===== src/rtl/rfsp_pkg.sv =====
// Shared types, constants and helpers of the ring FIFO with scan pointer.
package rfsp_pkg;

   localparam int SLOTS        = 16;
   localparam int ELEMENT_BITS = 32;
   localparam int POS_BITS     = $clog2(SLOTS);
   localparam int FIELD_BITS   = 32;
   localparam int CMD_BITS     = 3;

   typedef logic [POS_BITS-1:0]     pos_type;
   typedef logic [ELEMENT_BITS-1:0] elem_type;
   typedef logic [FIELD_BITS-1:0]   field_type;

   typedef enum logic [CMD_BITS-1:0] {
      CMD_STATUS     = 3'd0,
      CMD_PUSH       = 3'd1,
      CMD_POP        = 3'd2,
      CMD_SCAN_BEGIN = 3'd3,
      CMD_SCAN_NEXT  = 3'd4,
      CMD_SCAN_WRITE = 3'd5,
      CMD_CLEAR      = 3'd6
   } cmd_type;

   // Per-transaction controls from the pointer logic to the datapath
   typedef struct packed {
      logic     wr_en;
      pos_type  wr_addr;
      elem_type wr_data;
      pos_type  rd_front;
      pos_type  rd_back;
      pos_type  rd_scan;
      logic     ok;
      logic     empty;
      logic     full;
      logic     scan_valid;
   } ctrl_type;

   // Advance a position, wrapping at the last slot
   function automatic pos_type wrap_inc(pos_type p);
      if (p == POS_BITS'(SLOTS - 1)) begin
         return '0;
      end
      return POS_BITS'(p + 1'b1);
   endfunction

   // Step a position back, wrapping at slot zero
   function automatic pos_type wrap_dec(pos_type p);
      if (p == '0) begin
         return POS_BITS'(SLOTS - 1);
      end
      return POS_BITS'(p - 1'b1);
   endfunction

   // Fit an input field to the element width
   function automatic elem_type to_elem(field_type v);
      logic [63:0] w;
      w = {32'b0, v};
      return w[ELEMENT_BITS-1:0];
   endfunction

   // Fit an element to the output field width
   function automatic field_type to_field(elem_type e);
      logic [63:0] w;
      w = 64'(e);
      return w[FIELD_BITS-1:0];
   endfunction

endpackage


===== src/rtl/rfsp_if.sv =====
// Request and response channel interfaces of the ring FIFO with scan pointer.
interface rfsp_req_if import rfsp_pkg::*; ();
   logic            valid;
   logic            ready;
   logic [2:0]      command;
   logic [31:0]     value;

   modport source (output valid, output command, output value, input ready);
   modport sink   (input valid, input command, input value, output ready);
endinterface

interface rfsp_rsp_if import rfsp_pkg::*; ();
   logic            valid;
   logic            ready;
   logic            ok;
   logic            empty_res;
   logic            full_res;
   logic [31:0]     front_value;
   logic [31:0]     back_value;
   logic            scan_valid;
   logic [31:0]     scan_value;

   modport source (output valid, output ok, output empty_res, output full_res,
                   output front_value, output back_value, output scan_valid,
                   output scan_value, input ready);
   modport sink   (input valid, input ok, input empty_res, input full_res,
                   input front_value, input back_value, input scan_valid,
                   input scan_value, output ready);
endinterface


===== src/rtl/rfsp_ram.sv =====
// Generic RAM: one write port, one registered read port with write-through.
module rfsp_ram #(
   parameter int  DEPTH     = 16,
   parameter int  DATA_BITS = 32,
   localparam int ADDR_BITS = (DEPTH > 1) ? $clog2(DEPTH) : 1
) (
   input  logic                 clock,
   input  logic                 wr_en,
   input  logic [ADDR_BITS-1:0] wr_addr,
   input  logic [DATA_BITS-1:0] wr_data,
   input  logic                 rd_en,
   input  logic [ADDR_BITS-1:0] rd_addr,
   output logic [DATA_BITS-1:0] rd_data
);

   logic [DATA_BITS-1:0] mem [DEPTH];
   logic [DATA_BITS-1:0] rd_data_ff;

   always_ff @(posedge clock) begin
      if (wr_en) begin
         mem[wr_addr] <= wr_data;
      end
   end

   // Pass the data being written straight through to a read of the same entry
   always_ff @(posedge clock) begin
      if (rd_en) begin
         if (wr_en && (wr_addr == rd_addr)) begin
            rd_data_ff <= wr_data;
         end else begin
            rd_data_ff <= mem[rd_addr];
         end
      end
   end

   assign rd_data = rd_data_ff;

endmodule


===== src/rtl/rfsp_ctrl.sv =====
// Pointer registers and command decode of the ring FIFO with scan pointer.
module rfsp_ctrl import rfsp_pkg::*; (
   input  logic        clock,
   input  logic        reset,
   input  logic        accept,
   input  logic [2:0]  command,
   input  logic [31:0] value,
   output ctrl_type    ctl
);

   pos_type front_ff, front_in;
   pos_type back_ff,  back_in;
   pos_type scan_ff,  scan_in;
   logic    active_ff, active_in;

   logic    empty_now;
   logic    full_now;
   logic    scan_ok_now;
   pos_type scan_step;
   elem_type elem;

   always_comb begin
      empty_now   = (front_ff == back_ff);
      full_now    = (wrap_inc(back_ff) == front_ff);
      scan_ok_now = active_ff && !empty_now && (scan_ff != back_ff);
      scan_step   = wrap_inc(scan_ff);
      elem        = to_elem(value);

      front_in    = front_ff;
      back_in     = back_ff;
      scan_in     = scan_ff;
      active_in   = active_ff;
      ctl.wr_en   = 1'b0;
      ctl.wr_addr = back_ff;
      ctl.wr_data = elem;
      ctl.ok      = 1'b0;

      unique case (cmd_type'(command))
         CMD_STATUS: begin
            ctl.ok = 1'b1;
         end
         CMD_PUSH: begin
            if (!full_now) begin
               ctl.wr_en = 1'b1;
               back_in   = wrap_inc(back_ff);
               ctl.ok    = 1'b1;
            end
         end
         CMD_POP: begin
            if (!empty_now) begin
               front_in = wrap_inc(front_ff);
               ctl.ok   = 1'b1;
            end
         end
         CMD_SCAN_BEGIN: begin
            if (empty_now) begin
               active_in = 1'b0;
               scan_in   = '0;
            end else begin
               active_in = 1'b1;
               scan_in   = front_ff;
               ctl.ok    = 1'b1;
            end
         end
         CMD_SCAN_NEXT: begin
            if (scan_ok_now) begin
               scan_in = scan_step;
               ctl.ok  = (scan_step != back_ff);
            end
         end
         CMD_SCAN_WRITE: begin
            if (scan_ok_now) begin
               ctl.wr_en   = 1'b1;
               ctl.wr_addr = scan_ff;
               ctl.ok      = 1'b1;
            end
         end
         CMD_CLEAR: begin
            front_in = '0;
            back_in  = '0;
            ctl.ok   = 1'b1;
         end
         default: begin
            ctl.ok = 1'b0;
         end
      endcase

      ctl.wr_en      = ctl.wr_en && accept;
      ctl.rd_front   = front_in;
      ctl.rd_back    = wrap_dec(back_in);
      ctl.rd_scan    = scan_in;
      ctl.empty      = (front_in == back_in);
      ctl.full       = (wrap_inc(back_in) == front_in);
      ctl.scan_valid = active_in && (front_in != back_in) && (scan_in != back_in);
   end

   always_ff @(posedge clock) begin
      if (reset) begin
         front_ff  <= '0;
         back_ff   <= '0;
         scan_ff   <= '0;
         active_ff <= 1'b0;
      end else if (accept) begin
         front_ff  <= front_in;
         back_ff   <= back_in;
         scan_ff   <= scan_in;
         active_ff <= active_in;
      end
   end

endmodule


===== src/rtl/ring_fifo_with_scan_pointer.sv =====
// Top level of the ring FIFO with scan pointer.
// Ring-buffer FIFO of SLOTS entries (one always kept free) with a scan pointer
// that walks the held elements from front towards back and can overwrite them
// in place. Every request transaction carries one command and yields exactly
// one response transaction that shows ok, the empty and full flags, the front
// and back elements and the scan element as they stand after the command.
// A command is taken in every cycle that request ready is high: the pointer
// update and the element storage access both complete at the accepting clock
// edge, and the response appears in the next cycle in an output register. The
// element storage is held in three copies with one read port each (front,
// back and scan), written together; a read of an entry written by the same
// command sees the new data. Request ready stays high while the response
// register is empty or being taken in the same cycle, so responses that are
// taken at once cost no throughput; a response left waiting holds the
// request side off until it is taken. Elements read back from an entry that
// was never written are undefined; no clearing pass runs.
module ring_fifo_with_scan_pointer import rfsp_pkg::*; (
   input  logic    clock,
   input  logic    reset,
   rfsp_req_if.sink   req_chan,
   rfsp_rsp_if.source rsp_chan
);

   ctrl_type ctl;
   logic     accept;

   logic     rsp_valid_ff;
   logic     ok_ff;
   logic     empty_ff;
   logic     full_ff;
   logic     scan_valid_ff;

   elem_type front_rd;
   elem_type back_rd;
   elem_type scan_rd;

   // Take a new transaction whenever the response register is free or draining
   assign req_chan.ready = !rsp_valid_ff || rsp_chan.ready;
   assign accept         = req_chan.valid && req_chan.ready;

   rfsp_ctrl u_ctrl (
      .clock   (clock),
      .reset   (reset),
      .accept  (accept),
      .command (req_chan.command),
      .value   (req_chan.value),
      .ctl     (ctl)
   );

   // One storage copy per read port; all copies take the same writes
   rfsp_ram #(.DEPTH(SLOTS), .DATA_BITS(ELEMENT_BITS)) u_ram_front (
      .clock   (clock),
      .wr_en   (ctl.wr_en),
      .wr_addr (ctl.wr_addr),
      .wr_data (ctl.wr_data),
      .rd_en   (accept),
      .rd_addr (ctl.rd_front),
      .rd_data (front_rd)
   );

   rfsp_ram #(.DEPTH(SLOTS), .DATA_BITS(ELEMENT_BITS)) u_ram_back (
      .clock   (clock),
      .wr_en   (ctl.wr_en),
      .wr_addr (ctl.wr_addr),
      .wr_data (ctl.wr_data),
      .rd_en   (accept),
      .rd_addr (ctl.rd_back),
      .rd_data (back_rd)
   );

   rfsp_ram #(.DEPTH(SLOTS), .DATA_BITS(ELEMENT_BITS)) u_ram_scan (
      .clock   (clock),
      .wr_en   (ctl.wr_en),
      .wr_addr (ctl.wr_addr),
      .wr_data (ctl.wr_data),
      .rd_en   (accept),
      .rd_addr (ctl.rd_scan),
      .rd_data (scan_rd)
   );

   // Hold the response valid until taken; load fresh flags on every accept
   always_ff @(posedge clock) begin
      if (reset) begin
         rsp_valid_ff <= 1'b0;
      end else if (accept) begin
         rsp_valid_ff <= 1'b1;
      end else if (rsp_chan.ready) begin
         rsp_valid_ff <= 1'b0;
      end
   end

   always_ff @(posedge clock) begin
      if (accept) begin
         ok_ff         <= ctl.ok;
         empty_ff      <= ctl.empty;
         full_ff       <= ctl.full;
         scan_valid_ff <= ctl.scan_valid;
      end
   end

   // Drop element values to zero where the flags say there is nothing to show
   assign rsp_chan.valid       = rsp_valid_ff;
   assign rsp_chan.ok          = ok_ff;
   assign rsp_chan.empty_res   = empty_ff;
   assign rsp_chan.full_res    = full_ff;
   assign rsp_chan.scan_valid  = scan_valid_ff;
   assign rsp_chan.front_value = empty_ff      ? '0 : to_field(front_rd);
   assign rsp_chan.back_value  = empty_ff      ? '0 : to_field(back_rd);
   assign rsp_chan.scan_value  = scan_valid_ff ? to_field(scan_rd) : '0;

   a_accept_gives_rsp: assert property (@(posedge clock) disable iff (reset)
      accept |=> rsp_valid_ff)
      else $error("accepted transaction produced no response");

   a_not_empty_and_full: assert property (@(posedge clock) disable iff (reset)
      rsp_valid_ff |-> !(empty_ff && full_ff))
      else $error("response flags empty and full together");

   a_scan_needs_data: assert property (@(posedge clock) disable iff (reset)
      (rsp_valid_ff && scan_valid_ff) |-> !empty_ff)
      else $error("scan valid on an empty queue");

   a_stall_only_when_held: assert property (@(posedge clock) disable iff (reset)
      !req_chan.ready |-> (rsp_valid_ff && !rsp_chan.ready))
      else $error("request stalled without a waiting response");

endmodule

===== src/flat_wrapper.sv =====
// flat-port wrapper written by rule: the top's interface ports become plain ports
module ring_fifo_with_scan_pointer_flat import rfsp_pkg::*;
  (clock, reset, req_chan_valid, req_chan_command, req_chan_value, req_chan_ready, rsp_chan_valid, rsp_chan_ok, rsp_chan_empty_res, rsp_chan_full_res, rsp_chan_front_value, rsp_chan_back_value, rsp_chan_scan_valid, rsp_chan_scan_value, rsp_chan_ready);
  rfsp_req_if req_chan_i ();
  rfsp_rsp_if rsp_chan_i ();
  input  logic clock;
  input  logic reset;
  input wire logic [$bits(req_chan_i.valid)-1:0] req_chan_valid;
  input wire logic [$bits(req_chan_i.command)-1:0] req_chan_command;
  input wire logic [$bits(req_chan_i.value)-1:0] req_chan_value;
  output wire logic [$bits(req_chan_i.ready)-1:0] req_chan_ready;
  output wire logic [$bits(rsp_chan_i.valid)-1:0] rsp_chan_valid;
  output wire logic [$bits(rsp_chan_i.ok)-1:0] rsp_chan_ok;
  output wire logic [$bits(rsp_chan_i.empty_res)-1:0] rsp_chan_empty_res;
  output wire logic [$bits(rsp_chan_i.full_res)-1:0] rsp_chan_full_res;
  output wire logic [$bits(rsp_chan_i.front_value)-1:0] rsp_chan_front_value;
  output wire logic [$bits(rsp_chan_i.back_value)-1:0] rsp_chan_back_value;
  output wire logic [$bits(rsp_chan_i.scan_valid)-1:0] rsp_chan_scan_valid;
  output wire logic [$bits(rsp_chan_i.scan_value)-1:0] rsp_chan_scan_value;
  input wire logic [$bits(rsp_chan_i.ready)-1:0] rsp_chan_ready;
  assign req_chan_i.valid = req_chan_valid;
  assign req_chan_i.command = req_chan_command;
  assign req_chan_i.value = req_chan_value;
  assign req_chan_ready = req_chan_i.ready;
  assign rsp_chan_valid = rsp_chan_i.valid;
  assign rsp_chan_ok = rsp_chan_i.ok;
  assign rsp_chan_empty_res = rsp_chan_i.empty_res;
  assign rsp_chan_full_res = rsp_chan_i.full_res;
  assign rsp_chan_front_value = rsp_chan_i.front_value;
  assign rsp_chan_back_value = rsp_chan_i.back_value;
  assign rsp_chan_scan_valid = rsp_chan_i.scan_valid;
  assign rsp_chan_scan_value = rsp_chan_i.scan_value;
  assign rsp_chan_i.ready = rsp_chan_ready;
  ring_fifo_with_scan_pointer u_core (.clock(clock), .reset(reset), .req_chan(req_chan_i), .rsp_chan(rsp_chan_i));
endmodule

===== config.mk =====
export PLATFORM = sky130hd
export DESIGN_NAME = ring_fifo_with_scan_pointer_flat
export DESIGN_NICKNAME = d
export VERILOG_FILES = /design/src/rtl/rfsp_pkg.sv /design/src/rtl/rfsp_if.sv /design/src/rtl/rfsp_ram.sv /design/src/rtl/rfsp_ctrl.sv /design/src/rtl/ring_fifo_with_scan_pointer.sv /design/src/flat_wrapper.sv
export SDC_FILE = /design/constraint.sdc
export NUM_CORES = 2
export LEC_CHECK = 0
export BUFFER_PORTS_ARGS = -buffer_cell sky130_fd_sc_hd__buf_2
export CELL_PAD_IN_SITES_DETAIL_PLACEMENT = 1
export CELL_PAD_IN_SITES_GLOBAL_PLACEMENT = 1
export CORE_MARGIN = 2
export CORE_UTILIZATION = 25
export CTS_CLUSTER_SIZE = 8
export DETAILED_ROUTE_END_ITERATION = 16
export GPL_TIMING_DRIVEN = 0
export PLACE_DENSITY_LB_ADDON = 0.1
export REMOVE_ABC_BUFFERS = 1
export SETUP_SLACK_MARGIN = 0.5
export SLEW_MARGIN = 20
export SYNTH_ARGS = -nofsm -noshare
export SYNTH_HDL_FRONTEND = slang
export SYNTH_SLANG_ARGS = --single-unit

===== constraint.sdc =====
create_clock -name clock -period 7.3 [get_ports clock]
set_clock_uncertainty 0.1 [all_clocks]
set_input_delay 2.19 -clock clock [delete_from_list [all_inputs] [get_ports clock]]
set_output_delay 2.19 -clock clock [all_outputs]
set_load 0.05 [all_outputs]

==> impl_metrics.toml <==
[hold_path]
holdPathEnd = "u_core.rsp_chan.valid"
min_from = "u_core.rsp_chan.valid"
hold_class = "flip-flop to flip-flop"
holdPathStages = 2

[sta]
fmax_mhz = 151
tightest_slew_ns = 0.798
finalCriticalPeriod_ns = 6.63
post-route-period-util = 0.909
hold_violations = 0
rsz0062_at_grt = "false"
slew_headroom = 0.467
timing.hold.ws_ns = 0.446
setup_viol = 0
slew_violations = 0

[final_layout]
area_growth_syn_to_layout_pct = 23.2
stdcell_area_um2 = 45700
layout.nets = 3803
layout-drive-gt1-share = 0.173
nFillCells = 16200

[place]
io_buffer_count = 140
dp.final_hpwl_um = 111000
post_dp_cell_area_um2 = 43200
place_congestion = 0.710

[yosys]
yosys.area_share.simple = 0.171
post_synth_xor_area_fraction = 0.0105
synth_area_um2 = 37100
yosysTopAreaCellShare = 0.496
netlist_instances = 3653
yosysMostFrequentCell = "edfxtp_1"
ys_top_cells_by_area = "edfxtp_1 50%, a211oi_1 5.2%, mux2i_1 4.7%"
synth-adder-area-share = 0.00169
async_flop_share = 0
synth_mux_area_frac = 0.0870
synth_cell_type_count = 81
avgSynthCellArea_um2 = 10.2
synth_top_area_cell = "edfxtp_1"
synth_seq_area_share = 0.503
synth_compound_area_frac = 0.184
synth-seq-cells = 626
synth_top_family_by_area = "compound AO/OA/AOI/OAI gates"
netlist_top_cells_count = "612 x edfxtp_1, 444 x nand2_1, 332 x nand3_1"
synth_ff_type = "edfxtp_1"
synth_edf_count = 612
ys_warn_count = 0

[detailed_routing]
wl_per_cell_um = 28.7
first_iter_violations = 2011
first_pass_iters = 5
dr_total_vias = 31000
routed_wl_um = 164000
drt-vias-per-instance = 5.42
ant_nets = 0
drc = 0

[critical_path]
path_max_fanout = 96
crit_path_max_incr_delay_ns = 0.56
crit_type = "input pin to flip-flop"
start_kind = "input pin"
cp_cell_sequence = "buf_2, nor3b_4, o21ai_4, mux2_8, buf_16, inv_8, buf_16, nor4_2, a221o_4, buf_12, xnor2_4, nand3_4, buf_16, mux2_4"
reg2reg_depth = 20
worstPathArrival_ns = 6.95
cp_top_family = "buffers and inverters"
cp-end-kind = "flip-flop"
reg2reg_to = "u_core.u_ram_back.rd_data[25]"
path_common_cell = "buf_16"
crit_cells = 14
rrSetupSlack_ns = 0.84
worst-path-buf-inv = 6
r2r-start = "u_core.u_ctrl.back_ff[0]"
slowest_stage = "mux2_8"
required_ns = 7.62

[run]
max_cap_viol_count = 0

[floorplanning]
die_w_um = 389
die-area_um2 = 151000
ioPinCount = 141
core-area_um2 = 147000
placementRows = 141
die_height_um = 389
initial_utilization = 0.251

[global_routing]
grt_usage = 0.213
grt_pass1_wl_um = 237000
antenna_found_initial = 8
grt_max_degree = 97
grt_pass1_vias = 32300
overflow = 0

[pwr]
p_per_area_nw_per_um2 = 240
power_leakage_nw = 15.8
peakVddDrop_v = 0.000168

[cts]
htree_levels = 3
cts-root-buf = "clkbuf_16"
cts_buffers = 91
cts_tree = "yes"
worstSkewPairLatency_ns = 0.69
clk_path_buf_depth = 3
cts_hold_buf = 0
clkTransAtPathRegs_ns = 0.05
cts_sinks = 626

[status]
status = "completed"
power by group:
group	internal (mW)	leakage (nW)	switching (mW)
Sequential	4.08	5.68	0.0521
Clock	2.31	1.21	1.67
Combinational	1.01	8.89	1.86
tightest hold or removal path: cells and delay by family, from the launching register on:
family / cells / cell delay [ns]
AOI/OAI and AO/OA: 1 / 0.08
and+or+nand+nor: 1 / 0.11
DFF: 1 / 0.31
per-stage QoR:
stage / setup slack, ns / cells / TNS [ns] / total power [mW] / util
final: 0.666 / 5720 / 0 / 11.0 / 0.310
after detailed placement: -0.768 / 5596 / -11.56 / 7.09 / 0.293
after CTS: 0.558 / 5719 / 0 / 11.1 / 0.310
after floorplan: -15.95 / 3283 / -1244.70 / 5.99 / -
after global placement: -32.25 / 5353 / -6160.78 / 7.31 / 0.262
after global routing: 0.513 / 5720 / 0 / 11.4 / 0.310
registers in the layout (all words and copies together), names as in the netlist:
signal / count
u_core.u_ctrl.scan_ff: 4
u_core.rsp_chan.empty_res: 1
u_core.rsp_chan.valid: 1
u_core.u_ram_front.mem: 352
u_core.u_ram_back.rd_data: 32
u_core.u_ram_front.rd_data: 32
u_core.u_ctrl.front_ff: 4
u_core.u_ram_scan.rd_data: 32
u_core.rsp_chan.scan_valid: 1
u_core.u_ram_scan.mem: 160
u_core.rsp_chan.ok: 1
u_core.u_ctrl.active_ff: 1
u_core.rsp_chan.full_res: 1
u_core.u_ctrl.back_ff: 4
cell usage in the layout, fill, tap and decap left out, drive strengths merged, types with 41 or more instances in the layout:
| cell | count |
|---|---|
| a311oi | 97 |
| buf | 383 |
| and2 | 100 |
| mux2 | 117 |
| nor2b | 166 |
| o21ai | 202 |
| nor4 | 49 |
| edfxtp | 612 |
| clkbuf | 116 |
| and3 | 59 |
| nand2 | 445 |
| mux2i | 177 |
| nand3 | 333 |
| nor3 | 41 |
| a211oi | 258 |
| a21oi | 273 |
| nor2 | 49 |
logic make-up after synthesis:
kind of cell    Yosys count
simple gates           1270
flops                   626
mux                     294
buf+inv                 376
compound gates         1042
xor+xnor                 40
fa+ha+maj                 5
metal layers:
metal / global-route usage / part of all wire
met1: 0.297 / 0.48
met2: 0.349 / 0.47
met3: 0.0266 / 0.035
met4: 0.0495 / 0.022
met5: 0 / 0.00027
area by class of cell:
| cell class | instances | area [µm²] | share of cell area |
|---|---|---|---|
| Sequential cell | 626 | 18700 | 0.408 |
| Inverter | 6 | 37.5 | 0.000821 |
| Tap cell | 1930 | 2410 | 0.0528 |
| Clock buffer | 116 | 2460 | 0.0538 |
| Clock inverter | 7 | 32.5 | 0.000712 |
| Timing Repair Buffer | 383 | 4940 | 0.108 |
| Antenna cell | 1 | 2.50 | 0.0000548 |
| Multi-Input combinational cell | 2651 | 17200 | 0.375 |
worst max-delay path by stage:
| stage | start | end | slack (ns) |
|---|---|---|---|
| final | req_chan_command[2] | u_core.u_ram_back.rd_data[15] | 0.67 |
| after global routing | req_chan_command[2] | u_core.u_ram_back.rd_data[15] | 0.51 |
| after CTS | req_chan_command[0] | u_core.u_ram_back.rd_data[25] | 0.56 |
| after detailed placement | req_chan_command[2] | u_core.u_ram_back.rd_data[25] | -0.77 |
| after global placement | req_chan_command[1] | u_core.u_ram_front.rd_data[28] | -32.25 |
| after floorplan | req_chan_command[1] | u_core.u_ram_front.rd_data[0] | -15.95 |
repair_timing:
action                                  in CTS  in global routing
endpoints found under the setup margin      19                  8
gates cloned                                 0                  0
resized for setup                            5                  2
setup buffers                                0                  0
Note: power is estimated with default switching activity, not from simulation.
